[config.mk]
export PLATFORM = sky130hd
export DESIGN_NAME = unambiguous_delta_r_matcher_top_flat
export DESIGN_NICKNAME = d
export VERILOG_FILES = /design/src/sv/udm_pkg.sv /design/src/sv/udm_if.sv /design/src/sv/udm_ram.sv /design/src/sv/udm_dist.sv /design/src/sv/unambiguous_delta_r_matcher_top.sv /design/src/flat_wrapper.sv
export SDC_FILE = /design/constraint.sdc
export NUM_CORES = 2
export LEC_CHECK = 0
export BUFFER_PORTS_ARGS = -buffer_cell sky130_fd_sc_hd__buf_2
export CELL_PAD_IN_SITES_DETAIL_PLACEMENT = 0
export CELL_PAD_IN_SITES_GLOBAL_PLACEMENT = 2
export CORE_UTILIZATION = 47
export DETAILED_ROUTE_END_ITERATION = 7
export GPL_TIMING_DRIVEN = 0
export PLACE_DENSITY = 0.88
export SLEW_MARGIN = 20
export SYNTH_ARGS = -nofsm -noshare
export SYNTH_HDL_FRONTEND = slang
export SYNTH_HIERARCHICAL = 1
export SYNTH_SLANG_ARGS = --single-unit
[constraint.sdc]
create_clock -name clk -period 9.7 [get_ports clk]
set_input_delay 2.425 -clock clk [delete_from_list [all_inputs] [get_ports clk]]
set_output_delay 2.425 -clock clk [all_outputs]
set_load 0.005 [all_outputs]
[src/sv/udm_pkg.sv]
// Package for the unambiguous delta-R matcher: widths, codes, shared types.
// No dependencies; udm_if, udm_dist and the top level import it.
`timescale 1ns / 1ps

package udm_pkg;

  localparam int MAX_TARGETS = 32;
  localparam int MAX_SOURCES = 32;

  localparam int TI_W = (MAX_TARGETS > 1) ? $clog2(MAX_TARGETS) : 1;
  localparam int SI_W = (MAX_SOURCES > 1) ? $clog2(MAX_SOURCES) : 1;
  localparam int TC_W = $clog2(MAX_TARGETS + 1);
  localparam int SC_W = $clog2(MAX_SOURCES + 1);

  localparam int OP_W     = 2;
  localparam int ETA_W    = 12;
  localparam int PHI_W    = 10;
  localparam int FLAV_W   = 8;
  localparam int TIDX_W   = 6;
  localparam int STAT_W   = 2;
  localparam int SIDX_W   = 7;
  localparam int DR_W     = 23;
  localparam int APB_AW   = 3;
  localparam int APB_DW   = 32;

  // shared squaring unit
  localparam int MUL_W    = ETA_W;
  localparam int PROD_W   = 2 * MUL_W;
  localparam int ACC_W    = PROD_W + 1;
  localparam logic [PHI_W-1:0] PHI_HALF = PHI_W'(1 << (PHI_W - 1));

  localparam logic [DR_W-1:0] DR_RESET = DR_W'(1062);

  localparam logic [APB_AW-3:0] REG_MAX_DR = '0;

  typedef enum logic [OP_W-1:0] {
    OP_LOAD_TGT = 2'd0,
    OP_LOAD_SRC = 2'd1,
    OP_RUN      = 2'd2,
    OP_NONE     = 2'd3
  } opcode_t;

  localparam logic [STAT_W-1:0] ST_NONE    = 2'd0;
  localparam logic [STAT_W-1:0] ST_MATCHED = 2'd1;
  localparam logic [STAT_W-1:0] ST_AMBIG   = 2'd2;
  localparam logic [STAT_W-1:0] ST_EMPTY   = 2'd3;

  // hit count kept as zero, one or many
  localparam logic [1:0] HITS_ZERO = 2'd0;
  localparam logic [1:0] HITS_ONE  = 2'd1;
  localparam logic [1:0] HITS_MANY = 2'd2;

  typedef struct packed {
    logic load_diff;  // capture |d eta| and wrapped |d phi|
    logic sq_eta;     // acc = |d eta|^2
    logic sq_phi;     // acc += |d phi|^2
  } dist_ctl_t;

  function automatic logic [1:0] hits_inc(input logic [1:0] h);
    logic [1:0] r;
    r = (h == HITS_ZERO) ? HITS_ONE : HITS_MANY;
    return r;
  endfunction

endpackage

[src/sv/udm_if.sv]
// Handshake channel interfaces for input requests and result items.
// Depends on udm_pkg for the field widths.
`timescale 1ns / 1ps

interface udm_item_if;
  import udm_pkg::*;
  logic                     valid;
  logic                     ready;
  logic [OP_W-1:0]          opcode;
  logic signed [ETA_W-1:0]  eta;
  logic [PHI_W-1:0]         phi;
  logic signed [FLAV_W-1:0] flavour;

  modport source (output valid, opcode, eta, phi, flavour, input ready);
  modport sink   (input valid, opcode, eta, phi, flavour, output ready);
endinterface

interface udm_result_if;
  import udm_pkg::*;
  logic                     valid;
  logic                     ready;
  logic [TIDX_W-1:0]        target_index;
  logic signed [FLAV_W-1:0] label;
  logic [STAT_W-1:0]        status;
  logic signed [SIDX_W-1:0] source_index;
  logic                     overflow;
  logic                     last;

  modport source (output valid, target_index, label, status, source_index, overflow, last,
                  input ready);
  modport sink   (input valid, target_index, label, status, source_index, overflow, last,
                  output ready);
endinterface

[src/sv/udm_ram.sv]
// Generic single-write, single-read RAM with registered read data.
// No dependencies.
`timescale 1ns / 1ps

module udm_ram #(
  parameter int WIDTH = 8,
  parameter int DEPTH = 32,
  localparam int AW = (DEPTH > 1) ? $clog2(DEPTH) : 1
) (
  input  logic             clk,
  input  logic             we,
  input  logic [AW-1:0]    waddr,
  input  logic [WIDTH-1:0] wdata,
  input  logic [AW-1:0]    raddr,
  output logic [WIDTH-1:0] rdata
);

  logic [WIDTH-1:0] mem [DEPTH];

  always_ff @(posedge clk) begin
    if (we) begin
      mem[waddr] <= wdata;
    end
    rdata <= mem[raddr];
  end

endmodule

[src/sv/udm_dist.sv]
// Shared distance unit: one squarer used twice per pair, accumulator, radius compare.
// Depends on udm_pkg.
`timescale 1ns / 1ps

module udm_dist (
  input  logic                          clk,
  input  logic                          rst,
  input  udm_pkg::dist_ctl_t            ctl,
  input  logic signed [udm_pkg::ETA_W-1:0] t_eta,
  input  logic [udm_pkg::PHI_W-1:0]     t_phi,
  input  logic signed [udm_pkg::ETA_W-1:0] s_eta,
  input  logic [udm_pkg::PHI_W-1:0]     s_phi,
  input  logic [udm_pkg::DR_W-1:0]      max_dr,
  output logic                          hit
);
  import udm_pkg::*;

  logic signed [ETA_W:0] de;
  logic [ETA_W:0]        de_abs;
  logic [PHI_W-1:0]      dp_raw;
  logic [PHI_W-1:0]      dp_fold;
  logic [ETA_W-1:0]      deta;
  logic [PHI_W-1:0]      dphi;
  logic [MUL_W-1:0]      mul_op;
  logic [PROD_W-1:0]     prod;
  logic [ACC_W-1:0]      acc;

  always_comb begin
    de      = {t_eta[ETA_W-1], t_eta} - {s_eta[ETA_W-1], s_eta};
    de_abs  = de[ETA_W] ? (~de + (ETA_W+1)'(1)) : de;
    dp_raw  = t_phi - s_phi;
    dp_fold = (dp_raw > PHI_HALF) ? (~dp_raw + PHI_W'(1)) : dp_raw;
    mul_op  = ctl.sq_phi ? MUL_W'(dphi) : deta;
    prod    = PROD_W'(mul_op) * PROD_W'(mul_op);
    hit     = acc < ACC_W'(max_dr);
  end

  always_ff @(posedge clk) begin
    if (ctl.load_diff) begin
      deta <= de_abs[ETA_W-1:0];
      dphi <= dp_fold;
    end
    if (ctl.sq_eta) begin
      acc <= ACC_W'(prod);
    end else if (ctl.sq_phi) begin
      acc <= acc + ACC_W'(prod);
    end
  end

`ifndef SYNTHESIS
  a_ctl_exclusive: assert property (@(posedge clk) disable iff (rst)
    $onehot0({ctl.load_diff, ctl.sq_eta, ctl.sq_phi}))
    else $error("distance unit steps overlap");
  a_phi_folded: assert property (@(posedge clk) disable iff (rst)
    ctl.sq_phi |-> dphi <= PHI_HALF)
    else $error("wrapped phi difference above half turn");
  a_acc_grows: assert property (@(posedge clk) disable iff (rst)
    ctl.sq_phi |=> acc >= $past(acc))
    else $error("accumulator shrank on phi square");
`endif

endmodule

[src/sv/unambiguous_delta_r_matcher_top.sv]
// Top level of the unambiguous delta-R matcher: APB register, load/run sequencer,
// hit bookkeeping and result register. Depends on udm_pkg, udm_if, udm_ram, udm_dist.
`timescale 1ns / 1ps

// Usage:
//  items   : request channel (valid/ready). opcode 0 loads a target jet (eta, phi),
//            opcode 1 loads a source jet (eta, phi, flavour), opcode 2 runs the match,
//            opcode 3 is ignored. Loads past 32 entries are dropped and raise overflow.
//  results : one item per loaded target, in load order, last set on the final one.
//  APB     : register max_dr_squared at byte address 0, strict less-than radius.
//  Loads   : ready stays high in between loads while no run is active.
//  A run walks every pair (T targets, S sources) through the one shared squarer
//  in five steps: RAM read wait, difference capture, eta square, phi square and
//  accumulate, radius compare. Each result then takes a source RAM read and an
//  output load, and a last step clears the loaded counts; ready is low for the
//  whole run.
//  A stalled receiver holds the current result in the output register and
//  freezes the emit walk until it is taken; the final result may still wait
//  there while new loads are taken.
//  Reset: empties both stores, clears overflow, restores the radius to 1062 and
//  drops any pending result. Store contents need no clearing pass.
module unambiguous_delta_r_matcher_top (
  input  logic                         clk,
  input  logic                         rst,
  udm_item_if.sink                     items,
  udm_result_if.source                 results,
  input  logic                         psel,
  input  logic                         penable,
  input  logic                         pwrite,
  input  logic [udm_pkg::APB_AW-1:0]   paddr,
  input  logic [udm_pkg::APB_DW-1:0]   pwdata,
  output logic [udm_pkg::APB_DW-1:0]   prdata,
  output logic                         pready
);
  import udm_pkg::*;

  typedef enum logic [9:0] {
    S_IDLE     = 10'b0000000001,
    S_RUN_INIT = 10'b0000000010,
    S_WAIT     = 10'b0000000100,
    S_DIFF     = 10'b0000001000,
    S_SQ_ETA   = 10'b0000010000,
    S_SQ_PHI   = 10'b0000100000,
    S_CMP      = 10'b0001000000,
    S_EMIT_RD  = 10'b0010000000,
    S_EMIT_OUT = 10'b0100000000,
    S_CLEAR    = 10'b1000000000
  } state_t;

  localparam int TGT_W = ETA_W + PHI_W;
  localparam int SRC_W = ETA_W + PHI_W + FLAV_W;

  state_t state, state_next;

  logic [DR_W-1:0] max_dr;
  logic [TC_W-1:0] tgt_cnt;
  logic [SC_W-1:0] src_cnt;
  logic            ovf;
  logic [TI_W-1:0] ti;
  logic [SI_W-1:0] sj;

  logic [1:0]      thits [MAX_TARGETS];
  logic [1:0]      shits [MAX_SOURCES];
  logic [SI_W-1:0] cand  [MAX_TARGETS];

  logic            accept;
  logic            cfg_wr;
  logic            tgt_we;
  logic            src_we;
  logic            emitting;
  logic [SI_W-1:0] s_raddr;
  logic [TGT_W-1:0] tgt_rdata;
  logic [SRC_W-1:0] src_rdata;
  logic            hit;
  logic            last_src;
  logic            last_tgt;
  logic            out_load;
  dist_ctl_t       dctl;

  logic signed [ETA_W-1:0]  t_eta;
  logic [PHI_W-1:0]         t_phi;
  logic signed [ETA_W-1:0]  s_eta;
  logic [PHI_W-1:0]         s_phi;
  logic signed [FLAV_W-1:0] s_flav;

  logic                     res_valid;
  logic [TIDX_W-1:0]        res_tidx;
  logic signed [FLAV_W-1:0] res_label;
  logic [STAT_W-1:0]        res_status;
  logic signed [SIDX_W-1:0] res_sidx;
  logic                     res_ovf;
  logic                     res_last;

  logic [STAT_W-1:0]        new_status;
  logic signed [FLAV_W-1:0] new_label;
  logic signed [SIDX_W-1:0] new_sidx;

  // configuration port: always ready, write on the access phase
  assign pready = 1'b1;
  assign cfg_wr = psel && penable && pwrite;
  always_comb begin
    prdata = '0;
    if (paddr[APB_AW-1:2] == REG_MAX_DR) begin
      prdata = APB_DW'(max_dr);
    end
  end

  always_ff @(posedge clk) begin
    if (rst) begin
      max_dr <= DR_RESET;
    end else if (cfg_wr && paddr[APB_AW-1:2] == REG_MAX_DR) begin
      max_dr <= pwdata[DR_W-1:0];
    end
  end

  // requests are taken only between runs
  assign items.ready = (state == S_IDLE);
  assign accept      = items.valid && items.ready;
  assign tgt_we = accept && items.opcode == OP_LOAD_TGT && tgt_cnt < TC_W'(MAX_TARGETS);
  assign src_we = accept && items.opcode == OP_LOAD_SRC && src_cnt < SC_W'(MAX_SOURCES);

  // the source RAM and hit table follow the candidate while emitting
  assign emitting = (state == S_EMIT_RD) || (state == S_EMIT_OUT);
  assign s_raddr  = emitting ? cand[ti] : sj;

  udm_ram #(.WIDTH(TGT_W), .DEPTH(MAX_TARGETS)) u_tgt_ram (
    .clk   (clk),
    .we    (tgt_we),
    .waddr (tgt_cnt[TI_W-1:0]),
    .wdata ({items.eta, items.phi}),
    .raddr (ti),
    .rdata (tgt_rdata)
  );

  udm_ram #(.WIDTH(SRC_W), .DEPTH(MAX_SOURCES)) u_src_ram (
    .clk   (clk),
    .we    (src_we),
    .waddr (src_cnt[SI_W-1:0]),
    .wdata ({items.eta, items.phi, items.flavour}),
    .raddr (s_raddr),
    .rdata (src_rdata)
  );

  assign {t_eta, t_phi}         = tgt_rdata;
  assign {s_eta, s_phi, s_flav} = src_rdata;

  assign dctl.load_diff = (state == S_DIFF);
  assign dctl.sq_eta    = (state == S_SQ_ETA);
  assign dctl.sq_phi    = (state == S_SQ_PHI);

  udm_dist u_dist (
    .clk    (clk),
    .rst    (rst),
    .ctl    (dctl),
    .t_eta  (t_eta),
    .t_phi  (t_phi),
    .s_eta  (s_eta),
    .s_phi  (s_phi),
    .max_dr (max_dr),
    .hit    (hit)
  );

  assign last_src = (SC_W'(sj) + SC_W'(1)) == src_cnt;
  assign last_tgt = (TC_W'(ti) + TC_W'(1)) == tgt_cnt;
  assign out_load = (state == S_EMIT_OUT) && (!res_valid || results.ready);

  // sequencer
  always_comb begin
    state_next = state;
    unique case (state)
      S_IDLE: begin
        if (accept && items.opcode == OP_RUN) begin
          state_next = S_RUN_INIT;
        end
      end
      S_RUN_INIT: begin
        if (tgt_cnt == '0) begin
          state_next = S_CLEAR;
        end else if (src_cnt == '0) begin
          state_next = S_EMIT_RD;
        end else begin
          state_next = S_WAIT;
        end
      end
      S_WAIT:   state_next = S_DIFF;
      S_DIFF:   state_next = S_SQ_ETA;
      S_SQ_ETA: state_next = S_SQ_PHI;
      S_SQ_PHI: state_next = S_CMP;
      S_CMP: begin
        state_next = (last_src && last_tgt) ? S_EMIT_RD : S_WAIT;
      end
      S_EMIT_RD: state_next = S_EMIT_OUT;
      S_EMIT_OUT: begin
        if (out_load) begin
          state_next = last_tgt ? S_CLEAR : S_EMIT_RD;
        end
      end
      S_CLEAR: state_next = S_IDLE;
      default: state_next = S_IDLE;
    endcase
  end

  always_ff @(posedge clk) begin
    if (rst) begin
      state   <= S_IDLE;
      tgt_cnt <= '0;
      src_cnt <= '0;
      ovf     <= 1'b0;
      ti      <= '0;
      sj      <= '0;
      for (int k = 0; k < MAX_TARGETS; k++) begin
        thits[k] <= HITS_ZERO;
      end
      for (int k = 0; k < MAX_SOURCES; k++) begin
        shits[k] <= HITS_ZERO;
      end
    end else begin
      state <= state_next;
      // loads: advance the fill count or flag the drop
      if (accept && items.opcode == OP_LOAD_TGT) begin
        if (tgt_we) begin
          tgt_cnt <= tgt_cnt + TC_W'(1);
        end else begin
          ovf <= 1'b1;
        end
      end
      if (accept && items.opcode == OP_LOAD_SRC) begin
        if (src_we) begin
          src_cnt <= src_cnt + SC_W'(1);
        end else begin
          ovf <= 1'b1;
        end
      end
      if (state == S_RUN_INIT) begin
        ti <= '0;
        sj <= '0;
        for (int k = 0; k < MAX_TARGETS; k++) begin
          thits[k] <= HITS_ZERO;
        end
        for (int k = 0; k < MAX_SOURCES; k++) begin
          shits[k] <= HITS_ZERO;
        end
      end
      if (state == S_CMP) begin
        if (hit) begin
          thits[ti] <= hits_inc(thits[ti]);
          shits[sj] <= hits_inc(shits[sj]);
        end
        if (last_src) begin
          sj <= '0;
          ti <= last_tgt ? '0 : ti + TI_W'(1);
        end else begin
          sj <= sj + SI_W'(1);
        end
      end
      if (out_load && !last_tgt) begin
        ti <= ti + TI_W'(1);
      end
      if (state == S_CLEAR) begin
        tgt_cnt <= '0;
        src_cnt <= '0;
        ovf     <= 1'b0;
      end
    end
  end

  // last matching source of each target
  always_ff @(posedge clk) begin
    if (state == S_CMP && hit) begin
      cand[ti] <= sj;
    end
  end

  // result for target ti
  always_comb begin
    new_status = ST_NONE;
    new_label  = '0;
    new_sidx   = '1;
    if (thits[ti] != HITS_ZERO) begin
      new_status = ST_AMBIG;
      if (thits[ti] == HITS_ONE && shits[s_raddr] == HITS_ONE) begin
        if (s_flav == '0) begin
          new_status = ST_EMPTY;
        end else begin
          new_status = ST_MATCHED;
          new_label  = s_flav;
          new_sidx   = SIDX_W'(s_raddr);
        end
      end
    end
  end

  // output register: hold until taken
  always_ff @(posedge clk) begin
    if (rst) begin
      res_valid <= 1'b0;
    end else if (out_load) begin
      res_valid <= 1'b1;
    end else if (results.ready) begin
      res_valid <= 1'b0;
    end
  end

  always_ff @(posedge clk) begin
    if (out_load) begin
      res_tidx   <= TIDX_W'(ti);
      res_label  <= new_label;
      res_status <= new_status;
      res_sidx   <= new_sidx;
      res_ovf    <= ovf;
      res_last   <= last_tgt;
    end
  end

  assign results.valid        = res_valid;
  assign results.target_index = res_tidx;
  assign results.label        = res_label;
  assign results.status       = res_status;
  assign results.source_index = res_sidx;
  assign results.overflow     = res_ovf;
  assign results.last         = res_last;

`ifndef SYNTHESIS
  a_matched_fields: assert property (@(posedge clk) disable iff (rst)
    (res_valid && res_status == ST_MATCHED) |-> (res_label != '0 && !res_sidx[SIDX_W-1]))
    else $error("matched result without label or source index");
  a_unmatched_fields: assert property (@(posedge clk) disable iff (rst)
    (res_valid && res_status != ST_MATCHED) |-> (res_label == '0 && res_sidx == '1))
    else $error("unmatched result carries a label or source index");
  a_clear_after_run: assert property (@(posedge clk) disable iff (rst)
    (state == S_CLEAR) |=> (tgt_cnt == '0 && src_cnt == '0 && !ovf))
    else $error("loaded counts not cleared after run");
  a_fill_bounded: assert property (@(posedge clk) disable iff (rst)
    (tgt_cnt <= TC_W'(MAX_TARGETS)) && (src_cnt <= SC_W'(MAX_SOURCES)))
    else $error("fill count beyond capacity");
`endif

endmodule
[src/flat_wrapper.sv]
// flat-port wrapper written by rule: the top's interface ports become plain ports
module unambiguous_delta_r_matcher_top_flat import udm_pkg::*;
  (clk, rst, psel, penable, pwrite, paddr, pwdata, prdata, pready, items_valid, items_opcode, items_eta, items_phi, items_flavour, items_ready, results_valid, results_target_index, results_label, results_status, results_source_index, results_overflow, results_last, results_ready);
  udm_item_if items_i ();
  udm_result_if results_i ();
  input  logic clk;
  input  logic rst;
  input  logic psel;
  input  logic penable;
  input  logic pwrite;
  input  logic [udm_pkg::APB_AW-1:0] paddr;
  input  logic [udm_pkg::APB_DW-1:0] pwdata;
  output logic [udm_pkg::APB_DW-1:0] prdata;
  output logic pready;
  input wire logic [$bits(items_i.valid)-1:0] items_valid;
  input wire logic [$bits(items_i.opcode)-1:0] items_opcode;
  input wire logic [$bits(items_i.eta)-1:0] items_eta;
  input wire logic [$bits(items_i.phi)-1:0] items_phi;
  input wire logic [$bits(items_i.flavour)-1:0] items_flavour;
  output wire logic [$bits(items_i.ready)-1:0] items_ready;
  output wire logic [$bits(results_i.valid)-1:0] results_valid;
  output wire logic [$bits(results_i.target_index)-1:0] results_target_index;
  output wire logic [$bits(results_i.label)-1:0] results_label;
  output wire logic [$bits(results_i.status)-1:0] results_status;
  output wire logic [$bits(results_i.source_index)-1:0] results_source_index;
  output wire logic [$bits(results_i.overflow)-1:0] results_overflow;
  output wire logic [$bits(results_i.last)-1:0] results_last;
  input wire logic [$bits(results_i.ready)-1:0] results_ready;
  assign items_i.valid = items_valid;
  assign items_i.opcode = items_opcode;
  assign items_i.eta = items_eta;
  assign items_i.phi = items_phi;
  assign items_i.flavour = items_flavour;
  assign items_ready = items_i.ready;
  assign results_valid = results_i.valid;
  assign results_target_index = results_i.target_index;
  assign results_label = results_i.label;
  assign results_status = results_i.status;
  assign results_source_index = results_i.source_index;
  assign results_overflow = results_i.overflow;
  assign results_last = results_i.last;
  assign results_i.ready = results_ready;
  unambiguous_delta_r_matcher_top u_core (.clk(clk), .rst(rst), .items(items_i), .results(results_i), .psel(psel), .penable(penable), .pwrite(pwrite), .paddr(paddr), .pwdata(pwdata), .prdata(prdata), .pready(pready));
endmodule
==> After elaboration in Yosys (flattened, before gate mapping) <==
Memories as Yosys holds them, arrays and structs flattened. A register that Yosys moved wholly into a read port is not among the register bits.
Index checks and enable logic that the tools add are counted.
{ "op_classes": {"n_eq_ne": 18, "bitwise": 69, "n_mux": 122, "multipliers": 1, "n_reduce_logical": 36, "add_sub_neg": 11, "order_cmp": 4} }
{ "ops": {"columns": ["operator", "count"], "rows": [
  ["two-way mux 2 bit", 70],
  ["case mux 10 bit (9 select lines)", 1],
  ["two-way mux 5 bit", 15],
  ["OR 1 bit", 64],
  ["two-way mux 10 bit", 5],
  ["two-way mux 24 bit", 2],
  ["adder 25 x 24 -> 25 bit", 1],
  ["< comparator 25 x 23 -> 1 bit", 1],
  ["multiplier 12 x 12 -> 24 bit", 1],
  ["two-way mux 12 bit", 2],
  ["two-way mux 1 bit", 23],
  ["two-way mux 23 bit", 1],
  ["two-way mux 8 bit", 2],
  ["logical AND 1 bit", 14],
  ["subtractor 12 x 12 -> 13 bit", 1],
  ["adder 12 x 2 -> 12 bit, second input constant", 1],
  ["adder 5 x 1 -> 6 bit, second input constant", 2],
  ["adder 6 x 1 -> 6 bit, second input constant", 2],
  ["equality test 6 bit", 2],
  ["logical NOT 6 bit", 2],
  ["< comparator 6 bit, second input constant", 2],
  ["inverter 12 bit", 1],
  ["adder 10 x 1 -> 10 bit, second input constant", 1],
  ["adder 5 x 1 -> 5 bit, second input constant", 2],
  ["27 further kinds", 43]
]} }
{ "word_totals": {"output_inout_bits": 60, "ff_bits": 128, "inputBits": 74, "ram_bits": 1952, "mem_count": 5, "wordCells": 286} }
{ "mem_list": {"columns": ["name", "words", "word_bits", "read_ports", "rd_ports_with_merged_regs", "write_ports", "line_no", "source"], "rows": [
  ["u_core.u_src_ram.mem", 32, 30, 1, 1, 1, "udm_ram.sv:18", "logic [WIDTH-1:0] mem [DEPTH];"],
  ["u_core.u_tgt_ram.mem", 32, 22, 1, 1, 1, "udm_ram.sv:18", null],
  ["u_core.cand", 32, 5, 1, 1, 1, "unambiguous_delta_r_matcher_top.sv:64", "logic [SI_W-1:0] cand [MAX_TARGETS];"],
  ["u_core.shits", 32, 2, 2, 1, 32, "unambiguous_delta_r_matcher_top.sv:63", "logic [1:0] shits [MAX_SOURCES];"],
  ["u_core.thits", 32, 2, 1, 1, 32, "unambiguous_delta_r_matcher_top.sv:62", "logic [1:0] thits [MAX_TARGETS];"]
]} }

==> Logic depth before layout (Yosys ltp) <==
{ "depth": {"word_depth": 8, "mapped_depth": 36} }

==> Hierarchy <==
The synthesis kept the hierarchy.
{ "modules_own_cells": {"columns": ["module", "cells_per_inst", "area_per_inst_um2", "instances"], "rows": [
  ["udm_ram at u_core.u_src_ram", 2122, 38059.0, 1],
  ["udm_ram at u_core.u_tgt_ram", 1550, 27985.6, 1],
  ["unambiguous_delta_r_matcher_top", 1381, 16992.5, 1],
  ["udm_dist", 1021, 8760.9, 1]
]} }

==> Worst setup path after synthesis <==
OpenSTA, ideal clock, no wires.
{ "synth_timing": {"path_type": "register to register", "from": "register u_core.state[2]", "to": "register u_core.u_dist.acc[21] (data pin)", "path_stages_with_launch": 36, "synth_period_minus_slack_ps": 8582, "path_slack_ps": 1118, "setup_time_ps": 260, "arrival_time_ps": 8323, "path_cell_list": "dfxtp_1 nor3_1 nand2b_1 or3_1 nor3_1 and3b_1 clkbuf_1 clkbuf_1 mux2i_1 inv_1 nand2_1 inv_1 fa_1 fa_1 inv_1 fa_1 inv_1 fa_1 inv_1 fa_1 inv_1 ha_1 a21oi_1 a2111oi_0 o21a_1 o21a_1 nor2_1 xor2_1 inv_1 ha_1 nor4_1 nor2_1 a21o_1 a221oi_1 xnor2_1 mux2_2"} }
{ "synth_rtl": {"columns": ["element", "line_no", "source"], "rows": [
  ["start: declaration", "unambiguous_delta_r_matcher_top.sv:53", "state_t state, state_next;"],
  ["start signal: assignment", "unambiguous_delta_r_matcher_top.sv:218", "state <= state_next;"],
  ["end signal: assignment", "udm_dist.sv:44", "acc <= ACC_W'(prod);"],
  ["end signal: assignment", "udm_dist.sv:46", "acc <= acc + ACC_W'(prod);"],
  ["end: declaration", "udm_dist.sv:26", "logic [ACC_W-1:0] acc;"]
]} }

==> summary.md <==
| Metric | Value |
|---|---|
| Vias post-DR | 53.1k |
| Initial core utilization | 0.475 |
| Remaining DRCs | 0 |
| Max Fclk | 111 MHz |
| Worst path most repeated cell | inv_1 |
| Drt pass-1 iters | 6 |
| CTS tree | built |
| Clock sinks | 2136 |
| Clock slew at reported path FFs | 0.06 ns |
| TNS Setup | 0 ns |
| EDFF count, synth | 2021 |
| Syn-to-layout area delta | 13.7% |
| Total Routed Length | 234000 um |
| Die ar. | 197000 sq um |
| Syn Inst Count | 6074 |
| First-pass GRT wire length | 343000 um |
| I/O pins | 134 |
| Hpwl dp | 158000 um |
| Leakage | 0.0338 uW |
| Die width | 444 um |
| Fin crit share | 0.926 |
| Area of the multi-input gates | 26400 sq um |
| All-layer global routing usage | 0.236 |
| CP startpoint kind | flip-flop |
| Layout filler cell count | 15.3k |
| Drt wl/cell | 25.5 um |
| Crit path max fanout | 10 |
| Cell area after layout | 104000 sq um |
| Remaining Overflow, GRT | 0 |
| Worst path required time | 10.30 ns |
| Predominant post-synthesis flop cell | edfxtp_1 |
| Vias in the first global route | 53.1k |
| Minimum clock period | 8.98 ns |
| Setup CP Type | reg -> reg |
| TritonCTS buffer count | 211 |
| Worst slew margin | 0.220 |
| Max incr delay on CP | 0.53 ns |
| Seq/Total Area, Yosys | 0.686 |
| ANT nets after route | 0 |
| Reg area | 63000 sq um |
| Hold Path Depth | 0 |
| Max stage delay cell, worst path | fa_1 |
| Post-CTS Hold Buffers | 0 |
| Max-cap viol count | 0 |
| Hold Path Class | reg -> reg |
| Layout Skew | 0.0403 ns |
| Crit path DAT | 9.58 ns |
| Crit. End Element | flip-flop |
| Nets@finish | 6752 |
| Longest Clk Path Bufs | 3 |
| Ys Warns | 6 |
| Starting DRT DRC Count | 4852 |
| CTS root buffer | clkbuf_16 |
| Row cnt | 161 |
| Chip Height | 444 um |
| Initial antenna violation count | 14 |
| Layout cells sized above 1 | 0.125 |
| Least-Margin Pin Slew | 1.17 ns |
| Synthesized area | 91800 sq um |
| Status | finished, final reports clean |
| Max-slew violations | 0 |
| # H-tree levels | 4 |
| PwrDens | 179 nW/um^2 |
| Via/cell ratio | 5.78 |
| Final setup violating endpoints | 0 |
| RSZ-0062 raised after global routing | no |
| Final Hold Fails | 0 |
| Count of input and output buffers | 111 |
| Largest net degree at the start of global routing | 65 |
| Yosys cell types | 98 |
| Core footprint | 193000 sq um |
| Placed instance area | 97200 sq um |
| R2R cell count | 34 |
| Global placer's final weighted congestion | 0.866 |
| Synth Register Bits | 2136 |
| Maximum vdd ir drop | 167 uV |
| Worst-skew pair later-pin latency | 0.87 ns |
| FFs w/ async S/R, synth | 0 |
| Syn Area/Cell | 15.1 sq um |
## cell families after synthesis
| logic type | count (synthesis) | share of synthesized area |
|---|---|---|
| AOI/OAI and AO/OA | 860 | 0.0635 |
| xor gates and xnor gates | 91 | 0.00868 |
| adders and majority gates | 220 | 0.0369 |
| buffers and inverters | 599 | 0.0326 |
| DFF | 2136 | 0.686 |
| muxes | 933 | 0.107 |
| other | 2 | 0.0000818 |
| and+or+nand+nor | 1233 | 0.0648 |
## per-stage QoR
stage               cells  setup WS (ns)  hold slack [ns]  power (uW)   util
global placement     8720         -0.748            0.413       10700  0.495
global route         9173         0.0591            0.448       19200  0.540
detailed placement   8769         -0.778            0.422       10700  0.503
floorplan            6083           1.12            0.409       10500      -
finish               9182          0.719            0.440       18700  0.540
CTS                  9169          0.210            0.437       18900  0.540
## placed cells by master, fill, tap and decap left out, types with 23 or more instances in the layout
| cell type | synthesis | layout |
|---|---|---|
| edfxtp_1 | 2021 | 2021 |
| mux2i_1 | 878 | 873 |
| nand2_1 | 356 | 356 |
| inv_1 | 266 | 265 |
| a21oi_1 | 230 | 229 |
| clkbuf_16 | 0 | 213 |
| nor2_1 | 272 | 208 |
| a22oi_1 | 189 | 189 |
| clkbuf_1 | 142 | 178 |
| nand3_1 | 158 | 157 |
| nor3_1 | 155 | 153 |
| buf_2 | 63 | 152 |
| ha_1 | 136 | 136 |
| dfxtp_1 | 115 | 110 |
| a22o_1 | 105 | 105 |
| fa_1 | 84 | 84 |
| buf_4 | 56 | 81 |
| o21ai_0 | 78 | 78 |
| a31oi_1 | 64 | 64 |
| nor2_4 | 0 | 64 |
| xnor2_1 | 59 | 59 |
| buf_6 | 51 | 54 |
| nor2b_1 | 53 | 53 |
| nand4_1 | 52 | 52 |
| clkinv_1 | 0 | 46 |
| clkinv_2 | 0 | 42 |
| mux4_2 | 39 | 39 |
| nand3b_1 | 35 | 35 |
| xor2_1 | 32 | 32 |
| buf_12 | 0 | 25 |
| and2_1 | 24 | 24 |
| a21o_1 | 24 | 24 |
| o21ai_1 | 23 | 23 |
## final cells by class
type | instances | area share
buffer | 331 | 0.0192
tap | 2526 | 0.0303
timing repair buffer | 162 | 0.0166
inverter | 268 | 0.00964
clock inverter | 136 | 0.0137
antenna | 11 | 0.000264
sequential | 2136 | 0.603
clock buffer | 264 | 0.0538
multi-input combinational | 3348 | 0.253
## path summary, 6_finish.rpt
path | end | startpoint | slack [ns]
setup / recovery | u_core/u_dist/acc[21]$_DFFE_PP_ | u_core/state[2]$_SDFFE_PP0P_ | 0.72
hold reg to reg | u_core/results.overflow$_DFFE_PP_ | u_core/ovf$_SDFF_PP0_ | 0.44
setup reg to reg | u_core/u_dist/acc[21]$_DFFE_PP_ | u_core/state[2]$_SDFFE_PP0P_ | 0.72
hold / removal | u_core/results.overflow$_DFFE_PP_ | u_core/ovf$_SDFF_PP0_ | 0.44
## timing repair
item	4_1_cts	5_1_grt
endpoints found under the setup margin	8	7
cloned	0	0
buffers inserted	0	2
gates resized for setup	10	15
## synthesized netlist by cell type, types with 53 or more instances
library cell | instances | area (sq um)
a21oi_1 | 230 | 1150
a22o_1 | 105 | 920
a22oi_1 | 189 | 1420
a31oi_1 | 64 | 400
buf_2 | 63 | 315
buf_4 | 56 | 420
clkbuf_1 | 142 | 533
dfxtp_1 | 115 | 2300
edfxtp_1 | 2021 | 60700
fa_1 | 84 | 1680
ha_1 | 136 | 1700
inv_1 | 266 | 998
mux2i_1 | 878 | 8790
nand2_1 | 356 | 1340
nand3_1 | 158 | 791
nor2_1 | 272 | 1020
nor2b_1 | 53 | 332
nor3_1 | 155 | 776
o21ai_0 | 78 | 390
xnor2_1 | 59 | 517
## flip-flops by register name, summed over array words and instances, names as in the netlist, 5 cells and up, named ones only
register,count
u_core/max_dr,23
u_core/thits,64
u_core/sj,5
u_core/results.source_index,6
u_core/u_src_ram/rdata,30
u_core/u_tgt_ram/mem,704
u_core/cand,160
u_core/results.label,8
u_core/u_dist/acc,25
u_core/tgt_cnt,6
u_core/results.target_index,5
u_core/u_dist/deta,12
u_core/u_dist/dphi,10
u_core/shits,64
u_core/u_tgt_ram/rdata,22
u_core/src_cnt,6
u_core/u_src_ram/mem,960
u_core/state,10
u_core/ti,5
## per-layer routing
layer,GRT usage,routed length (um)
met5,0,27
met4,0.0822,7440
met3,0.0355,15600
met2,0.394,115000
met1,0.315,96700
## report_power, final
part           total [uW]  internal, uW  switching, uW
sequential          10100         10100           18.2
combinational         418           105            313
clock                8190          4670           3520
total               18700         14900           3850
## worst max-delay path: cells and delay by family (launching register included)
| kind | cells | cell delay (ns) |
|---|---|---|
| xor+xnor | 2 | 0.40 |
| mux | 2 | 0.40 |
| fa+ha+maj | 7 | 3.27 |
| flops | 1 | 0.37 |
| compound gates | 6 | 1.46 |
| simple gates | 9 | 1.82 |
| buf+inv | 8 | 0.99 |
(Power assumes the default switching activity.)
